[config.mk]
export PLATFORM = sky130hd
export DESIGN_NAME = uart_command_frame_parser
export DESIGN_NICKNAME = d
export VERILOG_FILES = /design/src/ucfp_pkg.sv /design/src/uart_command_frame_parser.sv /design/src/ucfp_in_stage.sv /design/src/ucfp_core.sv /design/src/ucfp_out_stage.sv
export VERILOG_INCLUDE_DIRS = /design/src /design/src/src
export SDC_FILE = /design/constraint.sdc
export NUM_CORES = 1
export LEC_CHECK = 0
export ABC_AREA = 1
export ABC_CLOCK_PERIOD_IN_PS = 11400
export BUFFER_PORTS_ARGS = -buffer_cell sky130_fd_sc_hd__buf_2
export CORE_MARGIN = 2
export CORE_UTILIZATION = 55
export DETAILED_ROUTE_END_ITERATION = 10
export PLACE_DENSITY_LB_ADDON = 0.05
export SYNTH_ARGS = -nofsm -noshare
export SYNTH_HDL_FRONTEND = slang
export SYNTH_SLANG_ARGS = --single-unit
[constraint.sdc]
create_clock -name clk -period 11.4 [get_ports clk]
set_input_delay 2.28 -clock clk [delete_from_list [all_inputs] [get_ports clk]]
set_output_delay 2.28 -clock clk [all_outputs]
set_load 0.005 [all_outputs]
[src/uart_command_frame_parser_defines.svh]
// Assertion macros for the UART command frame parser.
// Used by modules that check their own control logic; needs clk and rst_n in scope.
`ifndef UART_COMMAND_FRAME_PARSER_DEFINES_SVH
`define UART_COMMAND_FRAME_PARSER_DEFINES_SVH

// Check that cons holds in the same cycle as ant
`define UCFP_ASSERT_SAME(label, ant, cons, msg) \
    label: assert property (@(posedge clk) disable iff (!rst_n) (ant) |-> (cons)) \
        else $error(msg);

// Check that cons holds in the cycle after ant
`define UCFP_ASSERT_NEXT(label, ant, cons, msg) \
    label: assert property (@(posedge clk) disable iff (!rst_n) (ant) |=> (cons)) \
        else $error(msg);

`endif

[src/ucfp_pkg.sv]
// Shared types and constants for the UART command frame parser.
// No dependencies; imported by every module of the block.
package ucfp_pkg;

    localparam logic [7:0] JAM_BYTE      = 8'd0;
    localparam logic [7:0] TYPE_LIMIT    = 8'd6;
    localparam logic [7:0] MIN_FRAME_LEN = 8'd2;
    localparam logic [7:0] PTR_FRAME_LEN = 8'd11;
    localparam logic [2:0] TYPE_CHAR     = 3'd1;
    localparam logic [2:0] TYPE_PTR      = 3'd3;

    localparam logic [7:0] POS_TAG       = 8'd3;
    localparam logic [7:0] POS_ADDR_LO   = 8'd4;
    localparam logic [7:0] POS_ADDR_HI   = 8'd7;
    localparam logic [7:0] POS_LEN_LO    = 8'd8;
    localparam logic [7:0] POS_LEN_HI    = 8'd11;

    typedef enum logic [2:0] {
        EV_NONE    = 3'd0,
        EV_JAM     = 3'd1,
        EV_INVALID = 3'd2,
        EV_DONE    = 3'd3,
        EV_LENERR  = 3'd4
    } ev_t;

    typedef enum logic [1:0] {
        ST_IDLE,
        ST_LEN,
        ST_BODY
    } state_t;

    typedef struct packed {
        ev_t         event_res;
        logic [2:0]  frame_type;
        logic        char_valid;
        logic [7:0]  char_out;
        logic [7:0]  cmd_tag;
        logic [31:0] cmd_address;
        logic [31:0] cmd_length;
    } res_t;

endpackage

[src/uart_command_frame_parser.sv]
// Top level of the UART command frame parser.
// Depends on ucfp_pkg, ucfp_in_stage, ucfp_core and ucfp_out_stage.
//
// Takes one received byte per request and returns exactly one result per
// byte: an event code, the open frame type, a streamed character payload
// byte and, on a good 11-byte pointer frame, its tag, address and length.
// One byte is accepted every clock cycle while the result side is not stalling;
// each byte passes the input register, then the result register, and the
// frame state is updated in the single step between them. Backpressure on
// the result side stalls the input after the input register fills.
module uart_command_frame_parser
    import ucfp_pkg::*;
(
    input  logic        clk,
    input  logic        rst_n,
    input  logic        s_tvalid,
    output logic        s_tready,
    input  logic [7:0]  s_tdata,   // [7:0] rx_byte
    output logic        m_tvalid,
    input  logic        m_tready,
    output logic [79:0] m_tdata,   // [7:0] char_out, [15:8] cmd_tag,
                                   // [47:16] cmd_address, [79:48] cmd_length
    output logic [6:0]  m_tuser    // [2:0] event_res, [5:3] frame_type, [6] char_valid
);

    logic       advance;
    logic       in_valid;
    logic [7:0] in_byte;
    res_t       res;

    ucfp_in_stage u_in_stage (
        .clk      (clk),
        .rst_n    (rst_n),
        .s_tvalid (s_tvalid),
        .s_tready (s_tready),
        .s_tdata  (s_tdata),
        .advance  (advance),
        .in_valid (in_valid),
        .in_byte  (in_byte)
    );

    ucfp_core u_core (
        .clk     (clk),
        .rst_n   (rst_n),
        .advance (advance),
        .in_byte (in_byte),
        .res     (res)
    );

    ucfp_out_stage u_out_stage (
        .clk      (clk),
        .rst_n    (rst_n),
        .in_valid (in_valid),
        .res      (res),
        .advance  (advance),
        .m_tvalid (m_tvalid),
        .m_tready (m_tready),
        .m_tdata  (m_tdata),
        .m_tuser  (m_tuser)
    );

endmodule

[src/ucfp_in_stage.sv]
// Input register of the UART command frame parser.
// Depends on ucfp_pkg; holds one received byte until the core consumes it.
module ucfp_in_stage
    import ucfp_pkg::*;
(
    input  logic       clk,
    input  logic       rst_n,
    input  logic       s_tvalid,
    output logic       s_tready,
    input  logic [7:0] s_tdata,
    input  logic       advance,
    output logic       in_valid,
    output logic [7:0] in_byte
);

    logic       valid_reg;
    logic       valid_next;
    logic [7:0] byte_reg;
    logic       accept;

    assign s_tready   = !valid_reg || advance;
    assign accept     = s_tvalid && s_tready;
    assign valid_next = accept ? 1'b1 : (advance ? 1'b0 : valid_reg);

    always_ff @(posedge clk or negedge rst_n)
    begin
        if (!rst_n)
        begin
            valid_reg <= 1'b0;
        end
        else
        begin
            valid_reg <= valid_next;
        end
    end

    always_ff @(posedge clk)
    begin
        if (accept)
        begin
            byte_reg <= s_tdata;
        end
    end

    assign in_valid = valid_reg;
    assign in_byte  = byte_reg;

endmodule

[src/ucfp_core.sv]
// Frame state machine and result logic of the UART command frame parser.
// Depends on ucfp_pkg and uart_command_frame_parser_defines.svh.
`include "uart_command_frame_parser_defines.svh"

module ucfp_core
    import ucfp_pkg::*;
(
    input  logic       clk,
    input  logic       rst_n,
    input  logic       advance,
    input  logic [7:0] in_byte,
    output res_t       res
);

    state_t      state_reg;
    state_t      state_next;
    logic [2:0]  type_reg;
    logic [2:0]  type_next;
    logic [7:0]  len_reg;
    logic [7:0]  len_next;
    logic [7:0]  count_reg;
    logic [7:0]  count_next;
    logic [7:0]  tag_reg;
    logic [7:0]  tag_next;
    logic [31:0] addr_reg;
    logic [31:0] addr_next;
    logic [31:0] plen_reg;
    logic [31:0] plen_next;

    logic [7:0]  count_inc;
    logic [7:0]  eff_len;
    logic        short_len;
    logic        complete;

    assign count_inc = count_reg + 8'd1;
    assign eff_len   = (state_reg == ST_LEN) ? in_byte : len_reg;
    assign short_len = (state_reg == ST_LEN) && (in_byte < MIN_FRAME_LEN);
    assign complete  = ((state_reg == ST_LEN) || (state_reg == ST_BODY))
                       && !short_len && (count_inc == eff_len);

    always_comb
    begin
        state_next = state_reg;
        case (state_reg)
            ST_IDLE:
            begin
                if (in_byte != JAM_BYTE && in_byte < TYPE_LIMIT)
                begin
                    state_next = ST_LEN;
                end
            end
            ST_LEN:
            begin
                if (short_len || complete)
                begin
                    state_next = ST_IDLE;
                end
                else
                begin
                    state_next = ST_BODY;
                end
            end
            ST_BODY:
            begin
                if (complete)
                begin
                    state_next = ST_IDLE;
                end
            end
            default:
            begin
                state_next = ST_IDLE;
            end
        endcase
    end

    always_comb
    begin
        type_next  = type_reg;
        len_next   = len_reg;
        count_next = count_reg;
        tag_next   = tag_reg;
        addr_next  = addr_reg;
        plen_next  = plen_reg;
        res        = '0;
        res.event_res = EV_NONE;
        case (state_reg)
            ST_IDLE:
            begin
                if (in_byte == JAM_BYTE)
                begin
                    res.event_res = EV_JAM;
                end
                else if (in_byte < TYPE_LIMIT)
                begin
                    type_next      = in_byte[2:0];
                    len_next       = '0;
                    count_next     = 8'd1;
                    tag_next       = '0;
                    addr_next      = '0;
                    plen_next      = '0;
                    res.frame_type = in_byte[2:0];
                end
                else
                begin
                    res.event_res = EV_INVALID;
                end
            end
            ST_LEN:
            begin
                res.frame_type = type_reg;
                count_next     = count_inc;
                if (short_len)
                begin
                    res.event_res = EV_LENERR;
                end
                else
                begin
                    len_next = in_byte;
                end
            end
            ST_BODY:
            begin
                res.frame_type = type_reg;
                count_next     = count_inc;
                if (type_reg == TYPE_CHAR)
                begin
                    res.char_valid = 1'b1;
                    res.char_out   = in_byte;
                end
                else if (type_reg == TYPE_PTR)
                begin
                    if (count_inc == POS_TAG)
                    begin
                        tag_next = in_byte;
                    end
                    else if (count_inc inside {[POS_ADDR_LO:POS_ADDR_HI]})
                    begin
                        addr_next[8*count_inc[1:0] +: 8] = in_byte;
                    end
                    else if (count_inc inside {[POS_LEN_LO:POS_LEN_HI]})
                    begin
                        plen_next[8*count_inc[1:0] +: 8] = in_byte;
                    end
                end
            end
            default:
            begin
                res.event_res = EV_NONE;
            end
        endcase

        if (complete)
        begin
            if (type_reg == TYPE_PTR)
            begin
                if (eff_len == PTR_FRAME_LEN)
                begin
                    res.event_res   = EV_DONE;
                    res.cmd_tag     = tag_next;
                    res.cmd_address = addr_next;
                    res.cmd_length  = plen_next;
                end
                else
                begin
                    res.event_res = EV_LENERR;
                end
            end
            else
            begin
                res.event_res = EV_DONE;
            end
        end

        if (short_len || complete)
        begin
            len_next   = '0;
            count_next = '0;
        end
    end

    always_ff @(posedge clk or negedge rst_n)
    begin
        if (!rst_n)
        begin
            state_reg <= ST_IDLE;
            type_reg  <= '0;
            len_reg   <= '0;
            count_reg <= '0;
            tag_reg   <= '0;
            addr_reg  <= '0;
            plen_reg  <= '0;
        end
        else if (advance)
        begin
            state_reg <= state_next;
            type_reg  <= type_next;
            len_reg   <= len_next;
            count_reg <= count_next;
            tag_reg   <= tag_next;
            addr_reg  <= addr_next;
            plen_reg  <= plen_next;
        end
    end

    `UCFP_ASSERT_SAME(a_body_count_below_len, state_reg == ST_BODY, count_reg < len_reg, "byte count passed declared length")
    `UCFP_ASSERT_SAME(a_cmd_only_on_done, res.event_res != EV_DONE, (res.cmd_tag == '0) && (res.cmd_address == '0) && (res.cmd_length == '0), "pointer fields without completion")
    `UCFP_ASSERT_NEXT(a_event_goes_idle, advance && (res.event_res != EV_NONE), (state_reg == ST_IDLE) && (count_reg == '0), "event did not return to idle")
    `UCFP_ASSERT_SAME(a_char_only_char_frame, res.char_valid, (type_reg == TYPE_CHAR) && (state_reg == ST_BODY), "character byte outside character frame")

endmodule

[src/ucfp_out_stage.sv]
// Result register of the UART command frame parser.
// Depends on ucfp_pkg; holds one result until the downstream side takes it.
module ucfp_out_stage
    import ucfp_pkg::*;
(
    input  logic        clk,
    input  logic        rst_n,
    input  logic        in_valid,
    input  res_t        res,
    output logic        advance,
    output logic        m_tvalid,
    input  logic        m_tready,
    output logic [79:0] m_tdata,
    output logic [6:0]  m_tuser
);

    logic valid_reg;
    logic valid_next;
    res_t res_reg;

    assign advance    = in_valid && (!valid_reg || m_tready);
    assign valid_next = advance ? 1'b1 : ((valid_reg && m_tready) ? 1'b0 : valid_reg);

    always_ff @(posedge clk or negedge rst_n)
    begin
        if (!rst_n)
        begin
            valid_reg <= 1'b0;
        end
        else
        begin
            valid_reg <= valid_next;
        end
    end

    always_ff @(posedge clk)
    begin
        if (advance)
        begin
            res_reg <= res;
        end
    end

    assign m_tvalid = valid_reg;
    assign m_tdata  = {res_reg.cmd_length, res_reg.cmd_address, res_reg.cmd_tag,
                       res_reg.char_out};
    assign m_tuser  = {res_reg.char_valid, res_reg.frame_type, res_reg.event_res};

endmodule

== Word-level counts from Yosys, hierarchy flattened ==
Index checks and enable logic that the tools add are counted.

* Add/subtract/negate cells: 2
* $lt $le $gt $ge: 6
* Equal/unequal tests: 12
* Shift-type cells: 2
* Mux-type cells: 52
* Bitwise operators: 1
* Reduce and logical (&&, ||, !) cells: 30

{| class="wikitable"
|+ Operator list
! operator !! count
|-
| $mux W32 || 13
|-
| $pmux W32 S2 || 2
|-
| $mux W8 || 13
|-
| $bwmux W32 || 2
|-
| $pmux W8 S2 || 3
|-
| $neg A5 Y34 || 1
|-
| $shift A8 B34 Y32 const A || 1
|-
| $shiftx A8 B34 Y32 || 1
|-
| $mux W3 || 7
|-
| $pmux W3 S2 || 2
|-
| $logic_and A1 B1 Y1 || 9
|-
| $mux W9 || 1
|-
| $add A8 B1 Y8 const B || 1
|-
| $eq A8 B2 Y1 const B || 1
|-
| $eq A8 B4 Y1 const B || 1
|-
| $eq A8 B8 Y1 || 1
|-
| $ge A8 B3 Y1 const B || 1
|-
| $ge A8 B4 Y1 const B || 1
|-
| $le A8 B3 Y1 const B || 1
|-
| $le A8 B4 Y1 const B || 1
|-
| $logic_not A8 Y1 || 1
|-
| $lt A8 B2 Y1 const B || 1
|-
| $lt A8 B3 Y1 const B || 1
|-
| $mux W2 || 4
|-
| 22 further kinds || 35
|}

* Bits in registers: 190
* Bits of input ports: 12
* Output and inout port bits: 89
* Logic and storage cells: 122

== Logic depth before layout (Yosys ltp) ==
* Word-level depth: 10
* Depth in mapped cells: 17
* Depth with buffers taken out: 16

== Cells and area by module ==
A second synthesis with hierarchy kept.

* Cells, all modules: 1,422
* Area total of the unflattened synthesis: 10,492.6 um^2

{| class="wikitable"
|+ Modules (own cells, without submodules)
! module !! instances !! cells each !! area an instance (um^2) !! sequential area each (um^2)
|-
| ucfp_core || 1 || 1,315 || 7,546.0 || 2,327.2
|-
| ucfp_out_stage || 1 || 93 || 2,661.3 || 2,637.5
|-
| ucfp_in_stage || 1 || 14 || 285.3 || 265.3
|}

== Least setup slack after synthesis ==
Ideal clock, no wire load.

* Path type: input to register
* From: in m_tready
* To: reg u_out_stage.res_reg, in the netlist u_out_stage.m_tdata[0] (enable)
* Setup time: 0.485 ns
* Data arrival time: 5.199 ns
* Required time: 10.915 ns
* Path slack: 5.715 ns
* Stages: 5
* Buffers on the path: 1
* Path through: inv_1 -> nand2_1 -> nand2_1 -> clkinv_1 -> clkbuf_1

* Cells in the longest elaborated chain, start to end: 2

{| class="wikitable"
|+ RTL lines
! item !! line !! source
|-
| start, declared || uart_command_frame_parser.sv:20 || <nowiki>input logic m_tready,</nowiki>
|-
| $logic_or A1 B1 Y1 || ucfp_out_stage.sv:21 || <nowiki>assign advance = in_valid && (!valid_reg || m_tready);</nowiki>
|-
| $logic_and A1 B1 Y1 || ucfp_out_stage.sv:21 ||
|-
| via advance || uart_command_frame_parser.sv:26 || <nowiki>logic advance;</nowiki>
|-
| end signal, assigned || ucfp_out_stage.sv:40 || <nowiki>res_reg <= res;</nowiki>
|-
| end, declared || ucfp_out_stage.sv:19 || <nowiki>res_t res_reg;</nowiki>
|}

The timed path passes the listed nets, and every way through them passes these cells.
A chain may end at the register's enable or synchronous reset.

== Final worst setup path ==
* From: in m_tready
* To: out s_tready

* Cells in the longest elaborated chain, start to end: 3

{| class="wikitable"
|+ RTL lines
! item !! line !! source
|-
| $logic_or A1 B1 Y1 || ucfp_out_stage.sv:21 ||
|-
| $logic_and A1 B1 Y1 || ucfp_out_stage.sv:21 ||
|-
| $logic_or A1 B1 Y1 || ucfp_in_stage.sv:21 || <nowiki>assign s_tready = !valid_reg || advance;</nowiki>
|-
| end, declared || uart_command_frame_parser.sv:17 || <nowiki>output logic s_tready,</nowiki>
|}

Every way passes these cells.

==> out/results.ini <==
[synthesis]
yosys.area.top_type=edfxtp_1
synth_enable_flop_cells=95
ys_seq_area_share_pct=50.50
ys_seq_elements=190
synth_top_cell_area_share_pct=27.55
syn_area_sq_um=10360
synth_nets=1332
yosysWarnings=0
ys.flop_type=edfxtp_1
synth_common_cells=nand2_1 (571), dfrtp_1 (95), edfxtp_1 (95), nor2_1 (93), inv_1 (89)
synthTopCellsByArea=edfxtp_1 (28%), dfrtp_1 (23%), nand2_1 (21%)
syn_inst=1310
avgSynthCellArea_sq_um=7.905
synth_most_common_cell=nand2_1
synthArstFlopShare_pct=50.00
synthDistinctLibCells=39

[die]
core_area_sq_um=18580
fp.dieH_microns=141.2
start_util_pct=55.74
rows=50
fp.dieW_microns=141.2
io_pins=101
dieArea_sq_um=19940

[placement]
gp_congestion=0.8920
port_buffers=100
dp_hpwl_microns=17020
dpl.cell_count=1591

[setup_path]
cpMostUsedCell=buf_2
path_max_fanout=3
rr_startpoint=u_core.count_reg[0]
rr_endpoint=u_out_stage.m_tdata[79]
cp_data_arrival_time_ps=2690
cp-start-kind=input port
worst_path_dominant_cell_family=buffers and inverters
reg2regPathDepth=13
worstPathRequired_ps=9120
slowest_stage=buf_2
endpoint_kind=primary output
cpPeakStageDelay_ps=150
worstPathCellList=buf_2, inv_1, nand3_1, buf_2
crit_type=in -> out
r2r_slack_ps=7440
path_buf_inv=3

[hold_path]
hold_class=reg -> reg
worstHoldPathCells=2
min_from=u_core.plen_reg[14]
hold_end=u_core.plen_reg[14]

[global_route]
grt_max_degree=113
grt_pass1_vias=7965
track_usage_pct=26.42
grt_pass1_wl_microns=41810
antenna_found_initial=0
grt-ovfl-total=0

[power_and_ir_drop]
max-vdd-ir-drop_v=0.0001233
p_per_area_nw_per_um2=198.0
p_leak_nw=5.502
total_power_mw=2.283

[sta]
finalCritPeriodShare_pct=43.62
tightest_slew_ps=1128
rsz0062_at_grt=no
holdWs_ps=482.3
tns_ps=0
slew_headroom_pct=24.82
setup_viol=0
clock_skew_ps=13.77
hold_viol_final=0
slew_viol_final=0
fin_crit_ps=4973
fmax_mhz=201.1

[layout]
diodes=0
drive_gt1_share_pct=15.55
largest_reg_flops=80
finalNonFillerCells=1623
fin_nets=1398
areaGrowthSynthToFinish_pct=11.33
nFillCells=1620

[cts]
cts_tree=yes
htreeDepth=4
cts.sinks=190
insertion_delay_ps=440
post_cts_resized=0
clockRootBuffer=clkbuf_16
clockBufferDepth=2
path_clk_slew_ps=60
cts_buffers=17
cts_setup_buffers=0
ctsHoldBuffers=0

[routing]
drt_pass1_iterations=5
drtIter0Drc=802
finalWirelength_microns=26030
vias=8830
viasPerCell=5.441
ant_nets=0
avgRoutedWirePerCell_microns=16.04
drc=0

[flow_run]
drv_cap=0

[run_status]
status=finished clean

==> final cells by class <==
| class | instances | area, sq um | share of cell area (%) |
|---|---|---|---|
| clock buffers | 18 | 439.2 | 3.809 |
| clock inverters | 14 | 177.7 | 1.541 |
| well taps | 234 | 292.8 | 2.539 |
| flip-flops and latches | 190 | 5230 | 45.36 |
| multi-input cells | 961 | 4451 | 38.60 |
| repair buffers | 109 | 570.5 | 4.948 |
| inverters | 97 | 369.1 | 3.201 |
==> layer usage <==
metal  wire, microns  GRT usage (%)  vias up
li1                -              -     4388
met4             394          6.895        0
met3            1322          3.838       28
met5               0              0        -
met2           11610          39.01      270
met1           12700          40.96     4144
==> cell families (layout without fill, tap and decap cells) <==
group / count (synthesis) / after routing / synth area share (%)
xor+xnor: 5 / 5 / 0.4955
buf+inv: 159 / 238 / 6.597
flops: 190 / 190 / 50.50
fa+ha+maj: 10 / 10 / 1.208
simple gates: 774 / 774 / 30.80
compound gates: 172 / 172 / 10.40
==> how the worst max path moves through the flow <==
stage                         from                endpoint  depth (start not counted)
after floorplan           m_tready  u_out_stage.m_tdata[0]                          5
after global placement    m_tready                s_tready                          4
after detailed placement  m_tready                s_tready                          4
after CTS                 m_tready                s_tready                          4
after global routing      m_tready                s_tready                          4
final                     m_tready                s_tready                          4
==> worst min-delay path, stage by stage (launching register included) <==
cell and delay, ps:
dfrtp_1 340, nand2_1 50, nand2_1 60
==> layout by cell type (no fill, tap or decap), drive strengths merged, types with 3 or more instances in the layout <==
| cell type | n |
|---|---|
| o21ai | 93 |
| clkbuf | 18 |
| edfxtp | 95 |
| nand3 | 57 |
| buf | 109 |
| nand4 | 38 |
| xor2 | 3 |
| ha | 10 |
| o211ai | 9 |
| dfrtp | 95 |
| a31oi | 6 |
| inv | 100 |
| nand2 | 572 |
| clkinv | 6 |
| nor3 | 3 |
| a21oi | 61 |
| nor2 | 97 |
| clkinvlp | 3 |
==> per-stage QoR <==
stage	utilization (%)	setup slack, ps	instance area [sq um]
floorplan	-	5715	10360
global placement	58.73	6451	10910
detailed placement	58.73	6424	10910
CTS	62.05	6423	11530
global route	62.05	6361	11530
finish	62.05	6427	11530
==> power by group <==
group | internal, mW | switching, mW
clock network | 0.338 | 0.284
logic | 0.211 | 0.589
registers | 0.811 | 0.0510
(Power assumes the default switching activity.)
